## src/rtl/ita_pkg.sv

```systemverilog
// Package: shared constants and types for the IPv6 text address parser.
package ita_pkg;

   localparam int NUM_GROUPS = 8;
   localparam int MAX_DIGITS = 4;
   localparam int GROUP_BITS = 16;
   localparam int GROUP_IDX_W = 3;
   localparam int GROUP_CNT_W = 4;
   localparam int DIGIT_CNT_W = 3;
   localparam logic [7:0] COLON_CHAR = 8'h3A;

   typedef logic [GROUP_BITS-1:0] group_type;
   typedef logic [GROUP_CNT_W-1:0] group_cnt_type;

   // Character class produced by the front end
   typedef enum logic [1:0] {
      TOK_HEX,
      TOK_COLON,
      TOK_BAD
   } tok_kind_type;

   typedef struct packed {
      tok_kind_type kind;
      logic [3:0]   digit;
      logic         last;
   } token_type;

endpackage

```

## src/rtl/ita_if.sv

```systemverilog
// Interfaces: request (character) and response (address) stream channels.
interface ita_req_if;
   logic       valid;
   logic       ready;
   logic [7:0] text_char;
   logic       last_char;

   modport source (output valid, text_char, last_char, input ready);
   modport sink   (input valid, text_char, last_char, output ready);
endinterface

interface ita_rsp_if;
   logic        valid;
   logic        ready;
   logic [63:0] addr_high;
   logic [63:0] addr_low;
   logic        addr_valid;

   modport source (output valid, addr_high, addr_low, addr_valid, input ready);
   modport sink   (input valid, addr_high, addr_low, addr_valid, output ready);
endinterface

```

## src/rtl/ipv6_text_address_parser_unit.sv

```systemverilog
// Top level: IPv6 text address parser, character stream in, 128-bit address out.
//
// The block takes one character of an IPv6 address per cycle on req_chan
// while the token queue has room and, for the character marked last, delivers
// one result on rsp_chan: the address as two 64-bit halves and a flag that is 1
// for well-formed text (invalid text gives zero halves). Sustained rate is one
// character per cycle, set by the back-end parse state that absorbs one token
// each cycle unless a last token waits on a held snapshot while rsp_chan stalls;
// a following address may start in the cycle after a last character. A front
// end classifies each character into a two-entry token queue; the back end
// updates the running group state, then expands the double-colon gap in a second
// stage and holds the result in an output register.
module ipv6_text_address_parser_unit
   import ita_pkg::*;
(
   input  logic      clock,
   input  logic      reset,
   ita_req_if.sink   req_chan,
   ita_rsp_if.source rsp_chan
);

   logic      push_valid, push_ready;
   token_type push_tok;
   logic      pop_valid, pop_ready;
   token_type pop_tok;

   ita_front u_front (
      .req_chan   (req_chan),
      .push_valid (push_valid),
      .push_ready (push_ready),
      .push_tok   (push_tok)
   );

   ita_fifo u_fifo (
      .clock      (clock),
      .reset      (reset),
      .push_valid (push_valid),
      .push_ready (push_ready),
      .push_tok   (push_tok),
      .pop_valid  (pop_valid),
      .pop_ready  (pop_ready),
      .pop_tok    (pop_tok)
   );

   ita_back u_back (
      .clock     (clock),
      .reset     (reset),
      .tok_valid (pop_valid),
      .tok_ready (pop_ready),
      .tok       (pop_tok),
      .rsp_chan  (rsp_chan)
   );

   // An invalid result never carries address bits
   a_invalid_zero: assert property (@(posedge clock) disable iff (reset)
      rsp_chan.valid && !rsp_chan.addr_valid |->
         rsp_chan.addr_high == 64'd0 && rsp_chan.addr_low == 64'd0)
      else $error("invalid result with nonzero address");

   // A rising result follows a last token taken by the back end, through the snapshot and output registers
   a_rsp_after_last: assert property (@(posedge clock) disable iff (reset)
      $rose(rsp_chan.valid) |-> $past(pop_valid && pop_ready && pop_tok.last, 2))
      else $error("result without a preceding last character");

   // Queue full stalls the request channel
   a_full_stall: assert property (@(posedge clock) disable iff (reset)
      !push_ready |-> pop_valid && !req_chan.ready)
      else $error("request accepted while token queue full");

endmodule

```

## src/rtl/ita_front.sv

```systemverilog
// Front end: accepts characters and classifies them into tokens.
module ita_front
   import ita_pkg::*;
(
   ita_req_if.sink    req_chan,
   output logic       push_valid,
   input  logic       push_ready,
   output token_type  push_tok
);

   logic [7:0] ch;

   assign ch                 = req_chan.text_char;
   assign push_valid         = req_chan.valid;
   assign req_chan.ready     = push_ready;

   // Character class and hex digit value
   always_comb begin
      push_tok.last  = req_chan.last_char;
      push_tok.kind  = TOK_BAD;
      push_tok.digit = 4'd0;
      if (ch == COLON_CHAR) begin
         push_tok.kind = TOK_COLON;
      end else if (ch >= 8'h30 && ch <= 8'h39) begin
         push_tok.kind  = TOK_HEX;
         push_tok.digit = 4'(ch - 8'h30);
      end else if (ch >= 8'h41 && ch <= 8'h46) begin
         push_tok.kind  = TOK_HEX;
         push_tok.digit = 4'(ch - 8'h41 + 8'd10);
      end else if (ch >= 8'h61 && ch <= 8'h66) begin
         push_tok.kind  = TOK_HEX;
         push_tok.digit = 4'(ch - 8'h61 + 8'd10);
      end
   end

endmodule

```

## src/rtl/ita_fifo.sv

```systemverilog
// Two-entry token queue between front end and back end.
module ita_fifo
   import ita_pkg::*;
(
   input  logic      clock,
   input  logic      reset,
   input  logic      push_valid,
   output logic      push_ready,
   input  token_type push_tok,
   output logic      pop_valid,
   input  logic      pop_ready,
   output token_type pop_tok
);

   token_type  mem_ff [2];
   logic       wr_ptr_ff, wr_ptr_in;
   logic       rd_ptr_ff, rd_ptr_in;
   logic [1:0] count_ff, count_in;
   logic       do_push, do_pop;

   assign push_ready = (count_ff != 2'd2);
   assign pop_valid  = (count_ff != 2'd0);
   assign pop_tok    = mem_ff[rd_ptr_ff];
   assign do_push    = push_valid && push_ready;
   assign do_pop     = pop_valid && pop_ready;

   // Pointer and fill bookkeeping
   always_comb begin
      wr_ptr_in = do_push ? ~wr_ptr_ff : wr_ptr_ff;
      rd_ptr_in = do_pop  ? ~rd_ptr_ff : rd_ptr_ff;
      count_in  = count_ff + 2'(do_push) - 2'(do_pop);
   end

   always_ff @(posedge clock) begin
      if (reset) begin
         wr_ptr_ff <= 1'b0;
         rd_ptr_ff <= 1'b0;
         count_ff  <= 2'd0;
      end else begin
         wr_ptr_ff <= wr_ptr_in;
         rd_ptr_ff <= rd_ptr_in;
         count_ff  <= count_in;
      end
   end

   // Storage
   always_ff @(posedge clock) begin
      if (do_push) begin
         mem_ff[wr_ptr_ff] <= push_tok;
      end
   end

endmodule

```

## src/rtl/ita_back.sv

```systemverilog
// Back end: running parse state, gap expansion stage and output register.
module ita_back
   import ita_pkg::*;
(
   input  logic       clock,
   input  logic       reset,
   input  logic       tok_valid,
   output logic       tok_ready,
   input  token_type  tok,
   ita_rsp_if.source  rsp_chan
);

   // Running parse state
   group_type                store_ff [NUM_GROUPS];
   group_type                store_in [NUM_GROUPS];
   group_cnt_type            cnt_ff, cnt_in;
   group_type                cur_ff, cur_in;
   logic [DIGIT_CNT_W-1:0]   dc_ff, dc_in;
   logic                     gap_ff, gap_in;
   group_cnt_type            gpos_ff, gpos_in;
   logic                     pc_ff, pc_in;
   logic                     err_ff, err_in;

   // Finished-address snapshot
   group_type                snap_store_ff [NUM_GROUPS];
   group_cnt_type            snap_fill_ff, snap_fill_in;
   group_cnt_type            snap_gp_ff, snap_gp_in;
   logic                     snap_ok_ff;
   logic                     snap_valid_ff;

   // Output register
   logic                     out_valid_ff;
   logic [63:0]              out_high_ff, out_high_in;
   logic [63:0]              out_low_ff, out_low_in;
   logic                     out_ok_ff;

   logic                     take, finish, snap_move, snap_free, out_free;

   assign out_free  = !out_valid_ff || rsp_chan.ready;
   assign snap_move = snap_valid_ff && out_free;
   assign snap_free = !snap_valid_ff || snap_move;
   assign tok_ready = !tok.last || snap_free;
   assign take      = tok_valid && tok_ready;
   assign finish    = take && tok.last;

   // Token update and end-of-address checks
   always_comb begin
      store_in = store_ff;
      cnt_in   = cnt_ff;
      cur_in   = cur_ff;
      dc_in    = dc_ff;
      gap_in   = gap_ff;
      gpos_in  = gpos_ff;
      pc_in    = pc_ff;
      err_in   = err_ff;
      if (take && !err_in) begin
         unique case (tok.kind)
            TOK_COLON: begin
               if (dc_in != '0) begin
                  if (cnt_in >= group_cnt_type'(NUM_GROUPS)) begin
                     err_in = 1'b1;
                  end else begin
                     store_in[cnt_in[GROUP_IDX_W-1:0]] = cur_in;
                     cnt_in = cnt_in + 1'b1;
                  end
                  cur_in = '0;
                  dc_in  = '0;
                  pc_in  = 1'b1;
               end else if (pc_in) begin
                  if (gap_in) begin
                     err_in = 1'b1;
                  end else begin
                     gap_in  = 1'b1;
                     gpos_in = cnt_in;
                     pc_in   = 1'b0;
                  end
               end else if (cnt_in == '0 && !gap_in) begin
                  pc_in = 1'b1;
               end else begin
                  err_in = 1'b1;
               end
            end
            TOK_HEX: begin
               if (pc_in && cnt_in == '0 && !gap_in) begin
                  err_in = 1'b1;
               end else if (dc_in >= DIGIT_CNT_W'(MAX_DIGITS)) begin
                  err_in = 1'b1;
               end else begin
                  cur_in = {cur_in[GROUP_BITS-5:0], tok.digit};
                  dc_in  = dc_in + 1'b1;
                  pc_in  = 1'b0;
               end
            end
            default: begin
               err_in = 1'b1;
            end
         endcase
      end
      if (finish && !err_in) begin
         if (dc_in != '0) begin
            if (cnt_in >= group_cnt_type'(NUM_GROUPS)) begin
               err_in = 1'b1;
            end else begin
               store_in[cnt_in[GROUP_IDX_W-1:0]] = cur_in;
               cnt_in = cnt_in + 1'b1;
            end
         end else if (pc_in) begin
            err_in = 1'b1;
         end
      end
      if (finish && !err_in) begin
         if (gap_in && cnt_in >= group_cnt_type'(NUM_GROUPS)) begin
            err_in = 1'b1;
         end
         if (!gap_in && cnt_in != group_cnt_type'(NUM_GROUPS)) begin
            err_in = 1'b1;
         end
      end
      snap_fill_in = gap_in ? group_cnt_type'(NUM_GROUPS) - cnt_in : '0;
      snap_gp_in   = gap_in ? gpos_in : group_cnt_type'(NUM_GROUPS);
   end

   // Parse state registers; cleared after the last character
   always_ff @(posedge clock) begin
      if (reset || finish) begin
         cnt_ff  <= '0;
         cur_ff  <= '0;
         dc_ff   <= '0;
         gap_ff  <= 1'b0;
         gpos_ff <= '0;
         pc_ff   <= 1'b0;
         err_ff  <= 1'b0;
      end else begin
         cnt_ff  <= cnt_in;
         cur_ff  <= cur_in;
         dc_ff   <= dc_in;
         gap_ff  <= gap_in;
         gpos_ff <= gpos_in;
         pc_ff   <= pc_in;
         err_ff  <= err_in;
      end
   end

   // Group store; only entries below the group count are ever read
   always_ff @(posedge clock) begin
      store_ff <= store_in;
   end

   // Snapshot of a finished address
   always_ff @(posedge clock) begin
      if (reset) begin
         snap_valid_ff <= 1'b0;
      end else if (snap_free) begin
         snap_valid_ff <= finish;
      end
   end

   always_ff @(posedge clock) begin
      if (finish) begin
         snap_store_ff <= store_in;
         snap_fill_ff  <= snap_fill_in;
         snap_gp_ff    <= snap_gp_in;
         snap_ok_ff    <= !err_in;
      end
   end

   // Gap expansion into the two address halves
   always_comb begin
      group_type     g;
      group_cnt_type idx;
      group_cnt_type src;
      out_high_in = '0;
      out_low_in  = '0;
      for (int i = 0; i < NUM_GROUPS; i++) begin
         idx = group_cnt_type'(i);
         src = idx - snap_fill_ff;
         g   = '0;
         if (idx < snap_gp_ff) begin
            g = snap_store_ff[idx[GROUP_IDX_W-1:0]];
         end else if (idx >= snap_gp_ff + snap_fill_ff) begin
            g = snap_store_ff[src[GROUP_IDX_W-1:0]];
         end
         if (!snap_ok_ff) begin
            g = '0;
         end
         if (i < NUM_GROUPS / 2) begin
            out_high_in[(NUM_GROUPS/2-1-i)*GROUP_BITS +: GROUP_BITS] = g;
         end else begin
            out_low_in[(NUM_GROUPS-1-i)*GROUP_BITS +: GROUP_BITS] = g;
         end
      end
   end

   // Output register
   always_ff @(posedge clock) begin
      if (reset) begin
         out_valid_ff <= 1'b0;
      end else if (out_free) begin
         out_valid_ff <= snap_valid_ff;
      end
   end

   always_ff @(posedge clock) begin
      if (snap_move) begin
         out_high_ff <= out_high_in;
         out_low_ff  <= out_low_in;
         out_ok_ff   <= snap_ok_ff;
      end
   end

   assign rsp_chan.valid      = out_valid_ff;
   assign rsp_chan.addr_high  = out_high_ff;
   assign rsp_chan.addr_low   = out_low_ff;
   assign rsp_chan.addr_valid = out_ok_ff;

endmodule
```

## src/flat_wrapper.sv

```systemverilog
// flat-port wrapper written by rule: the top's interface ports become plain ports
module ipv6_text_address_parser_unit_flat import ita_pkg::*;
  (clock, reset, req_chan_valid, req_chan_text_char, req_chan_last_char, req_chan_ready, rsp_chan_valid, rsp_chan_addr_high, rsp_chan_addr_low, rsp_chan_addr_valid, rsp_chan_ready);
  ita_req_if req_chan_i ();
  ita_rsp_if rsp_chan_i ();
  input  logic clock;
  input  logic reset;
  input wire logic [$bits(req_chan_i.valid)-1:0] req_chan_valid;
  input wire logic [$bits(req_chan_i.text_char)-1:0] req_chan_text_char;
  input wire logic [$bits(req_chan_i.last_char)-1:0] req_chan_last_char;
  output wire logic [$bits(req_chan_i.ready)-1:0] req_chan_ready;
  output wire logic [$bits(rsp_chan_i.valid)-1:0] rsp_chan_valid;
  output wire logic [$bits(rsp_chan_i.addr_high)-1:0] rsp_chan_addr_high;
  output wire logic [$bits(rsp_chan_i.addr_low)-1:0] rsp_chan_addr_low;
  output wire logic [$bits(rsp_chan_i.addr_valid)-1:0] rsp_chan_addr_valid;
  input wire logic [$bits(rsp_chan_i.ready)-1:0] rsp_chan_ready;
  assign req_chan_i.valid = req_chan_valid;
  assign req_chan_i.text_char = req_chan_text_char;
  assign req_chan_i.last_char = req_chan_last_char;
  assign req_chan_ready = req_chan_i.ready;
  assign rsp_chan_valid = rsp_chan_i.valid;
  assign rsp_chan_addr_high = rsp_chan_i.addr_high;
  assign rsp_chan_addr_low = rsp_chan_i.addr_low;
  assign rsp_chan_addr_valid = rsp_chan_i.addr_valid;
  assign rsp_chan_i.ready = rsp_chan_ready;
  ipv6_text_address_parser_unit u_core (.clock(clock), .reset(reset), .req_chan(req_chan_i), .rsp_chan(rsp_chan_i));
endmodule
```

## config.mk

```make
export PLATFORM = sky130hd
export DESIGN_NAME = ipv6_text_address_parser_unit_flat
export DESIGN_NICKNAME = d
export VERILOG_FILES = /design/src/rtl/ita_pkg.sv /design/src/rtl/ita_if.sv /design/src/rtl/ipv6_text_address_parser_unit.sv /design/src/rtl/ita_front.sv /design/src/rtl/ita_fifo.sv /design/src/rtl/ita_back.sv /design/src/flat_wrapper.sv
export SDC_FILE = /design/constraint.sdc
export NUM_CORES = 1
export LEC_CHECK = 0
export ABC_AREA = 0
export CORE_ASPECT_RATIO = 0.6
export CORE_MARGIN = 8
export CORE_UTILIZATION = 60
export DETAILED_ROUTE_END_ITERATION = 8
export DONT_BUFFER_PORTS = 1
export GPL_TIMING_DRIVEN = 1
export PLACE_DENSITY = 0.84
export SETUP_SLACK_MARGIN = 0.1
export SLEW_MARGIN = 5
export SYNTH_ARGS = -nofsm -noshare
export SYNTH_HDL_FRONTEND = slang
export SYNTH_SLANG_ARGS = --single-unit
```

## constraint.sdc

```tcl
create_clock -name clock -period 13.8 [get_ports clock]
set_input_delay 2.76 -clock clock [delete_from_list [all_inputs] [get_ports clock]]
set_output_delay 2.76 -clock clock [all_outputs]
set_load 0.02 [all_outputs]
```

Word level (Yosys, flattened, before mapping)
Memories as Yosys holds them, arrays and structs flattened. A register that Yosys moved wholly into a read port is not among the register bits.
Cells that the tools add are included.
{"block": "op_classes", "n_addsub": 20, "order_cmp": 38, "n_eq_ne": 4, "mux": 112, "bitwise_logic": 12, "n_reduce_logical": 35}
{"cell": "two-way mux 128 bit", "n": 7}
{"cell": "two-way mux 16 bit", "n": 38}
{"cell": "binary-select mux 16 bit (select 3 bit)", "n": 8}
{"cell": "bitwise mux 128 bit", "n": 2}
{"cell": "demux 16 bit (select 3 bit)", "n": 2}
{"cell": "greater-or-equal comparator 4 bit, second input constant", "n": 13}
{"cell": "two-way mux 4 bit", "n": 13}
{"cell": "inverter 3 -> 4 bit", "n": 10}
{"cell": "one-hot mux 16 bit (2 select lines)", "n": 1}
{"cell": "two-way mux 1 bit", "n": 30}
{"cell": "two-way mux 6 bit", "n": 3}
{"cell": "logical AND 1 bit", "n": 17}
{"cell": "greater-or-equal comparator 3 x 4 -> 1 bit, first input constant", "n": 4}
{"cell": "greater-or-equal comparator 8 x 7 -> 1 bit, second input constant", "n": 2}
{"cell": "less-or-equal comparator 8 x 7 -> 1 bit, second input constant", "n": 2}
{"cell": "< comparator 3 x 4 -> 1 bit, first input constant", "n": 4}
{"cell": "two-way mux 3 bit", "n": 4}
{"cell": "subtractor 3 bit, first input constant", "n": 4}
{"cell": "subtractor 4 x 1 -> 4 bit, second input constant", "n": 3}
{"cell": "logical NOT 1 bit", "n": 9}
{"cell": "adder 4 x 1 -> 4 bit, second input constant", "n": 2}
{"cell": "adder 4 bit, second input constant", "n": 2}
{"cell": "== test 8 x 6 -> 1 bit, second input constant", "n": 1}
{"cell": "greater-or-equal comparator 1 x 4 -> 1 bit, first input constant", "n": 2}
{"cell": "other kinds (26)", "n": 38}
{"block": "word_totals", "register_bits": 430, "ram_bits": 14, "inputBits": 13, "wordCells": 256, "n_memories": 1}
{"name": "u_core.u_fifo.mem_ff", "words": 2, "width": 7, "rd": 1, "rd_clocked_by_memory_dff": 1, "wr": 1, "line_no": "ita_fifo.sv:15", "text": "token_type mem_ff [2];"}

Longest topological paths before layout
Gate-level depths: netlist of the first run.
{"block": "depth", "depth_word": 18, "ltp_mapped": 13}

Cells and area by module
Synthesis of the first run repeated with hierarchy kept, for this count alone.
{"block": "hier_totals", "hier_cells": 1874, "area_unflattened_um2": 22984.5}
{"module": "ita_back", "n_inst": 1, "cells_each": 1796, "area_each_um2": 21983.6, "seq_area_each_um2": 11190.7}
{"module": "ita_fifo", "n_inst": 1, "cells_each": 46, "area_each_um2": 742.0, "seq_area_each_um2": 520.5}
{"module": "ita_front", "n_inst": 1, "cells_each": 32, "area_each_um2": 259.0, "seq_area_each_um2": 0.0}

Least setup slack after synthesis of the first run
No wires, ideal clock.
{"block": "synth_timing", "kind": "input -> register", "startpoint": "in rsp_chan_ready", "endpoint": "reg u_core.u_back.out_high_ff[0], in the netlist u_core.u_back.rsp_chan.addr_high[0] (enable)", "setup_time_ns": 0.814, "arrival_ns": 12.110, "t_required_ns": 12.986, "path_slack_ns": 0.877, "path_stages": 2, "cell_sequence": "inv_1 a21boi_0"}
{"block": "synth_via", "elab_chain_cells": 2}
{"item": "start: declaration", "line_no": "flat_wrapper.sv:16", "text": "input wire logic [$bits(rsp_chan_i.ready)-1:0] rsp_chan_ready;"}
{"item": "logical OR 1 bit", "line_no": "ita_back.sv:39", "text": "assign out_free = !out_valid_ff || rsp_chan.ready;"}
{"item": "logical AND 1 bit", "line_no": "ita_back.sv:40", "text": "assign snap_move = snap_valid_ff && out_free;"}
{"item": "net u_core.u_back.snap_move", "line_no": "ita_back.sv:37", "text": "logic take, finish, snap_move, snap_free, out_free;"}
{"item": "end signal: assignment", "line_no": "ita_back.sv:205", "text": "out_high_ff <= out_high_in;"}
{"item": "end: declaration", "line_no": "ita_back.sv:33", "text": "logic [63:0] out_high_ff, out_high_in;"}
The timed path passes the listed nets, and every way through them passes these cells.
A chain may end at the register's enable or synchronous reset.

==> flow_summary.yaml, run 1 <==
sta:
  fin_skew_ns: 0.02487
  timing.hold.ws_ns: 0.4684
  hold_viol: 0
  max_freq_mhz: 186.8
  final.period_utilization_pct: 38.79
  setup_viol: 0
  tns_ns: 0
  worst_pin_slew_ns: 1.325
  rsz0062_at_grt: "false"
  fin_crit_ns: 5.353
  slew_headroom_pct: 11.69
  report.final.slew_viol_count: 0
cells_and_area:
  areaGrowthSynthToFinish_pct: 7.106
  instances_no_fill: 2358
  most-common-layout-cells: "mux2i_1 (359), edfxtp_1 (280), dfxtp_1 (165)"
  finalInstanceArea_um2: 24500
  layout_commonest_cell: "mux2i_1"
  num-nets-final: 1843
  antennaDiodeCount: 0
  num-fill-cells: 2765
  fin_util_pct: 65.08
  drive_gt1_share_pct: 14.20
pwr:
  ir_drop_uv: 106.3
  leakagePower_uw: 0.009380
  power_density_nw_per_um2: 181.3
drt:
  wl_per_cell_um: 26.76
  via_per_inst: 6.762
  post-route-drc-count: 0
  antenna_left: 0
  via_count: 15950
  drt_first_pass_iters: 6
  first_iter_violations: 2074
  wl_um: 63090
critical_path:
  crit_required_ns: 14.15
  cpMaxStageDelayCell: "xnor2_1"
  slowest_delay_ns: 0.87
  crit_path_max_fanout: 16
  path_class: "input pin to flip-flop"
  path_buf_inv: 1
  endpoint_kind: "flip-flop"
  cp_cell_sequence: "and3b_1 > a21boi_4 > nand3_1 > xnor2_1 > inv_1 > and3_1 > mux2i_1"
  worstPathArrival_ns: 5.70
  critPathTopFamily: "simple AND/OR/NAND/NOR gates"
  startpoint_type: "input pin"
placement:
  io_buffers: 0
  placed_area_um2: 23100
  gp_congestion: 0.9137
  dpl.hpwl_um: 41900
  dp.cells: 2282
hold_path:
  worstHoldPathType: "flip-flop to flip-flop"
flow_run:
  cap_violations: 0
floorplan:
  rows: 55
  die_w_um: 268.1
  ioPinCount: 144
  core_area_um2: 37640
  start_util_pct: 60.76
  dieArea_um2: 44830
  fp.dieH_um: 167.2
synth:
  synthMuxAreaShare_pct: 24.69
  yosys_warnings: 0
  synth_nets: 1920
  yosysUniqueCellTypes: 79
  ys_seq_area_share_pct: 51.20
  yosysTopAreaCell: "edfxtp_1"
  synth_top_family_by_area: "multiplexers"
  yosys.area_share.simple_pct: 10.26
  ys_seq_elements: 445
  synth_ff_type: "edfxtp_1"
  ys_top_cells_by_area: "edfxtp_1 (37%), mux2i_1 (16%), dfxtp_1 (14%)"
  synth_area_um2: 22870
  syn_inst: 1889
  synth_top_area_share_pct: 36.76
  syn_area_per_cell_um2: 12.11
  synth_edf_count: 280
  async_reset_ff_share_pct: 0
  yosys.area_share.xor_xnor_pct: 0.6510
  synth_compound_area_share_pct: 8.807
  synthAdderAreaFrac_pct: 1.018
global_routing:
  grt_start_max_net_pins: 132
  grt.total_usage_pct: 27.50
  antenna_found_initial: 0
  grt_first_pass_wirelength_um: 95540
  grt_overflow: 0
  grt_pass1_vias: 15470
clock_network:
  cts_buffers: 41
  clk_pin_slew_ns: 0.07
  post-cts-setup-buffers: 0
  h-tree-depth: 2
  clockBufferDepth: 3
  cts.sinks: 445
  clkLatencyLatePin_ns: 0.57
  cts_hold_buf: 0
  cts_tree: "done"
  postCtsResizedCells: 0
  clockRootBuffer: "clkbuf_16"
outcome:
  outcome: "complete, no violations"
==> power breakdown <==
part | internal (µW) | total, µW | switching (µW)
combinational | 550 | 1310 | 757
clock | 689 | 1190 | 501
sequential | 1680 | 1940 | 267
total | 2920 | 4440 | 1520
==> metrics by stage <==
step           total power (µW)  worst slack (ns)
2_1_floorplan              2902            0.8768
3_3_place_gp               3194             8.189
3_5_place_dp               3241             8.023
4_1_cts                    4428             8.536
5_1_grt                    4624             8.289
6_report                   4441             8.448
==> area by class of cell <==
type | instances | area, µm² | share of cell area [%]
inverter | 15 | 58.81 | 0.2401
clock buffer | 56 | 1165 | 4.755
sequential | 445 | 11710 | 47.81
multi-input combinational | 1283 | 10480 | 42.77
timing repair buffer | 26 | 207.7 | 0.8478
tap | 513 | 641.9 | 2.620
clock inverter | 20 | 235.2 | 0.9602
==> cells by family (layout without fill, tap and decap cells) <==
group           after synthesis  after routing
fa+ha+maj                    18             18
buf+inv                     161            117
mux                         477            477
xor+xnor                     17             17
flops                       445            445
simple gates                444            444
compound gates              327            327
==> synth_stat cells, types with 2 or more instances <==
| library cell | count |
|---|---|
| or3_1 | 2 |
| a211oi_1 | 18 |
| buf_2 | 9 |
| and3_1 | 3 |
| nand4_1 | 2 |
| mux2i_1 | 359 |
| nor2b_1 | 102 |
| and2_1 | 34 |
| dfxtp_1 | 165 |
| nor2_1 | 78 |
| nand3_1 | 6 |
| nand2_1 | 144 |
| nand2b_1 | 19 |
| nand2_2 | 2 |
| xor2_1 | 6 |
| nor3_1 | 6 |
| edfxtp_1 | 280 |
| a41o_1 | 2 |
| buf_1 | 14 |
| mux4_2 | 64 |
| and3b_1 | 2 |
| or2_2 | 19 |
| mux2_2 | 53 |
| xnor2_1 | 11 |
| a31o_2 | 2 |
| nor3b_4 | 2 |
| buf_6 | 10 |
| a22oi_1 | 66 |
| ha_1 | 17 |
| a21o_1 | 7 |
| nand4_4 | 2 |
| clkbuf_1 | 107 |
| and4_4 | 4 |
| nor3b_1 | 3 |
| o21ai_0 | 76 |
| o211ai_1 | 18 |
| a21oi_1 | 108 |
| inv_1 | 14 |
| buf_12 | 4 |
| o21ai_1 | 10 |
==> flip-flops by register name (all words and copies together), names as in the netlist, named ones only <==
register	flops
u_core.u_fifo.count_ff	2
u_core.u_back.cur_ff	16
u_core.u_fifo.rd_ptr_ff	1
u_core.u_back.cnt_ff	4
u_core.u_back.snap_store_ff	128
u_core.u_back.rsp_chan.addr_low	64
u_core.u_back.store_ff	128
u_core.u_back.snap_gp_ff	4
u_core.u_back.rsp_chan.addr_valid	1
u_core.u_back.dc_ff	3
u_core.u_fifo.mem_ff	14
u_core.u_back.rsp_chan.addr_high	64
u_core.u_back.snap_fill_ff	4
u_core.u_back.gpos_ff	4
u_core.u_back.err_ff	1
u_core.u_back.gap_ff	1
u_core.u_back.snap_valid_ff	1
u_core.u_back.snap_ok_ff	1
u_core.u_back.pc_ff	1
u_core.u_fifo.wr_ptr_ff	1
u_core.u_back.rsp_chan.valid	1
==> layer usage <==
metal	up-vias	part of all wire [%]	global-route usage, %
li1	6872	-	-
met4	0	4.5	11.57
met3	213	10	5.925
met2	1035	45	42.59
met5	-	0	0
met1	7825	40	37.29
==> path summary, 6_finish.rpt <==
check	start	end	cells after the start	slack, ns
worst max-delay path	rsp_chan_ready	u_core.u_back.snap_store_ff[30]	7	8.45
worst min-delay path	u_core.u_back.snap_ok_ff	u_core.u_back.rsp_chan.addr_valid	0	0.47
worst max register to register	u_core.u_back.snap_gp_ff[3]	u_core.u_back.rsp_chan.addr_high[57]	6	9.63
worst min register to register	u_core.u_back.snap_ok_ff	u_core.u_back.rsp_chan.addr_valid	0	0.47
No activity file was read; power rests on OpenSTA's default activity.
==> run 2, diff against run 1 <==
CORE_UTILIZATION = 58   (was 60)
clock period = 4.4 ns   (was 13.8 ns; I/O delays follow)
==> run 2 against run 1 <==
Against the previous run:
- hold slack worse by 0.085 ns
- clock power rose to 3.2 times the previous value
- register-to-register slack worse by 8.7 ns
- clock-buffer cell count down 3
- sequential power rose to 3.1 times the previous value
- global-route usage up 1.5 points
- first-iteration DRC count up 36%
- sequential cell count unchanged
- routed wire length up 10%
- worst setup slack worse by 7.5 ns
==> flow_summary.yaml, run 2 (synthesis results as in run 1) <==
outcome:
  outcome: "complete, no violations"
clock_network:
  h-tree-depth: 2
  cts_buffers: 42
  cts_hold_buf: 0
  cts.sinks: 445
  clk_pin_slew_ns: 0.06
  post-cts-setup-buffers: 0
  clockRootBuffer: "clkbuf_16"
  clockBufferDepth: 3
  clkLatencyLatePin_ns: 0.57
  postCtsResizedCells: 0
  cts_tree: "done"
critical_path:
  r2r_slack_ns: 0.91
  endpoint_kind: "flip-flop"
  worstSetupEndpoint: "u_core.u_back.snap_store_ff[110]"
  crit_required_ns: 4.65
  r2r-end: "u_core.u_back.snap_store_ff[110]"
  worstPathArrival_ns: 3.74
  path_class: "flip-flop to flip-flop"
  reg2reg_depth: 6
  crit_path_max_fanout: 18
  startpoint_type: "flip-flop"
placement:
  gp_congestion: 0.9110
  dp.cells: 2309
  io_buffers: 0
  dpl.hpwl_um: 42580
sta:
  fin_skew_ns: 0.02614
  setup_viol: 0
  hold_viol: 0
  slew_headroom_pct: 23.52
  tns_ns: 0
  worst_pin_slew_ns: 1.146
  rsz0062_at_grt: "false"
  fin_crit_ns: 3.485
  report.final.slew_viol_count: 0
  max_freq_mhz: 286.9
  final.period_utilization_pct: 79.22
pwr:
  leakagePower_uw: 0.009479
  power_density_nw_per_um2: 570.3
  ir_drop_uv: 451.4
  fin_total_pwr_uw: 14090
global_routing:
  grt_start_max_net_pins: 139
  grt_pass1_vias: 16280
  grt.total_usage_pct: 29.03
  grt_first_pass_wirelength_um: 102400
  antenna_found_initial: 3
  grt_overflow: 0
hold_path:
  worstHoldPathType: "input pin to flip-flop"
cells_and_area:
  multi_input_area_um2: 10480
  most-common-layout-cells: "mux2i_1 (359), edfxtp_1 (280), dfxtp_1 (165)"
  num-nets-final: 1862
  fin_util_pct: 63.41
  num-fill-cells: 2874
  instances_no_fill: 2388
  regArea_um2: 11710
  drive_gt1_share_pct: 15.28
  areaGrowthSynthToFinish_pct: 8.009
  layout_commonest_cell: "mux2i_1"
  reg_top3: "u_core.u_back.snap_store_ff x128, u_core.u_back.store_ff x128"
drt:
  wl_um: 69380
  antenna_left: 0
  wl_per_cell_um: 29.05
  via_count: 16730
  first_iter_violations: 2817
  post-route-drc-count: 0
  drt_first_pass_iters: 7
  via_per_inst: 7.004
floorplan:
  start_util_pct: 58.71
  core_area_um2: 38960
  rows: 56
  dieArea_um2: 46250
  die_w_um: 272.4
  ioPinCount: 144
  fp.dieH_um: 169.8
flow_run:
  cap_violations: 0
run 2: cell types whose count changed in the layout (fill, tap and decap cells not counted):
cell,before,now
inv_4,1,2
clkinvlp_4,1,3
buf_4,25,40
clkbuf_16,43,45
bufinv_16,5,3
inv_6,3,2
clkbuf_1,9,5
buf_12,1,4
clkinv_8,0,2
clkinv_2,8,10
clkbuf_8,4,3
clkinv_1,4,5
diode_2,0,1
run 2: power by group:
| group | internal (µW) | switching, µW | leakage, µW | total, µW |
|---|---|---|---|---|
| combinational | 1750 | 2590 | 0.00480 | 4340 |
| sequential | 5250 | 737 | 0.00398 | 5990 |
| clock | 2110 | 1650 | 0.000702 | 3760 |
run 2: layout make-up:
type	instances	area share, %
Antenna cell	1	0.01013
Clock buffer	53	4.801
Clock inverter	25	0.9421
Inverter	15	0.2431
Multi-Input combinational cell	1283	42.41
Sequential cell	445	47.41
Tap cell	522	2.644
Timing Repair Buffer	44	1.540
run 2: critical path, stage by stage, from the launching register on:
cell and delay [ns]:
dfxtp_1 0.66, mux2_4 0.38, a21boi_4 0.24, o211ai_1 0.19, a21o_1 0.55, a22oi_1 0.88, mux2i_1 0.26
run 2: per-layer routing:
| layer | vias to the layer above | global-route usage (%) | wire (µm) |
|---|---|---|---|
| met5 | - | 0.9464 | 49 |
| met4 | 2 | 13.99 | 3789 |
| met3 | 290 | 8.830 | 9843 |
| met2 | 1427 | 42.91 | 29280 |
| met1 | 8115 | 38.85 | 26420 |
| li1 | 6891 | - | - |
run 2: how the worst min path moves through the flow:
| stage | startpoint | to | slack (ns) | cells after the start |
|---|---|---|---|---|
| finish | reset | u_core.u_back.snap_valid_ff | 0.38 | 1 |
| global route | reset | u_core.u_back.rsp_chan.valid | 0.38 | 1 |
| CTS | reset | u_core.u_back.snap_valid_ff | 0.37 | 1 |
| detailed placement | u_core.u_back.gpos_ff[2] | u_core.u_back.gpos_ff[2] | 0.50 | 2 |
| global placement | u_core.u_back.gpos_ff[2] | u_core.u_back.gpos_ff[2] | 0.47 | 2 |
| floorplan | u_core.u_back.snap_ok_ff | u_core.u_back.rsp_chan.addr_valid | 0.45 | 0 |
run 2: metrics by stage:
stage	instance area, µm²	setup slack (ns)	hold slack [ns]
final	24700	0.9145	0.3833
after detailed placement	23280	0.9641	0.4980
after global routing	24700	0.6158	0.3776
after CTS	24700	1.027	0.3710
after floorplan	22890	0.3379	0.4459
after global placement	23280	1.064	0.4750
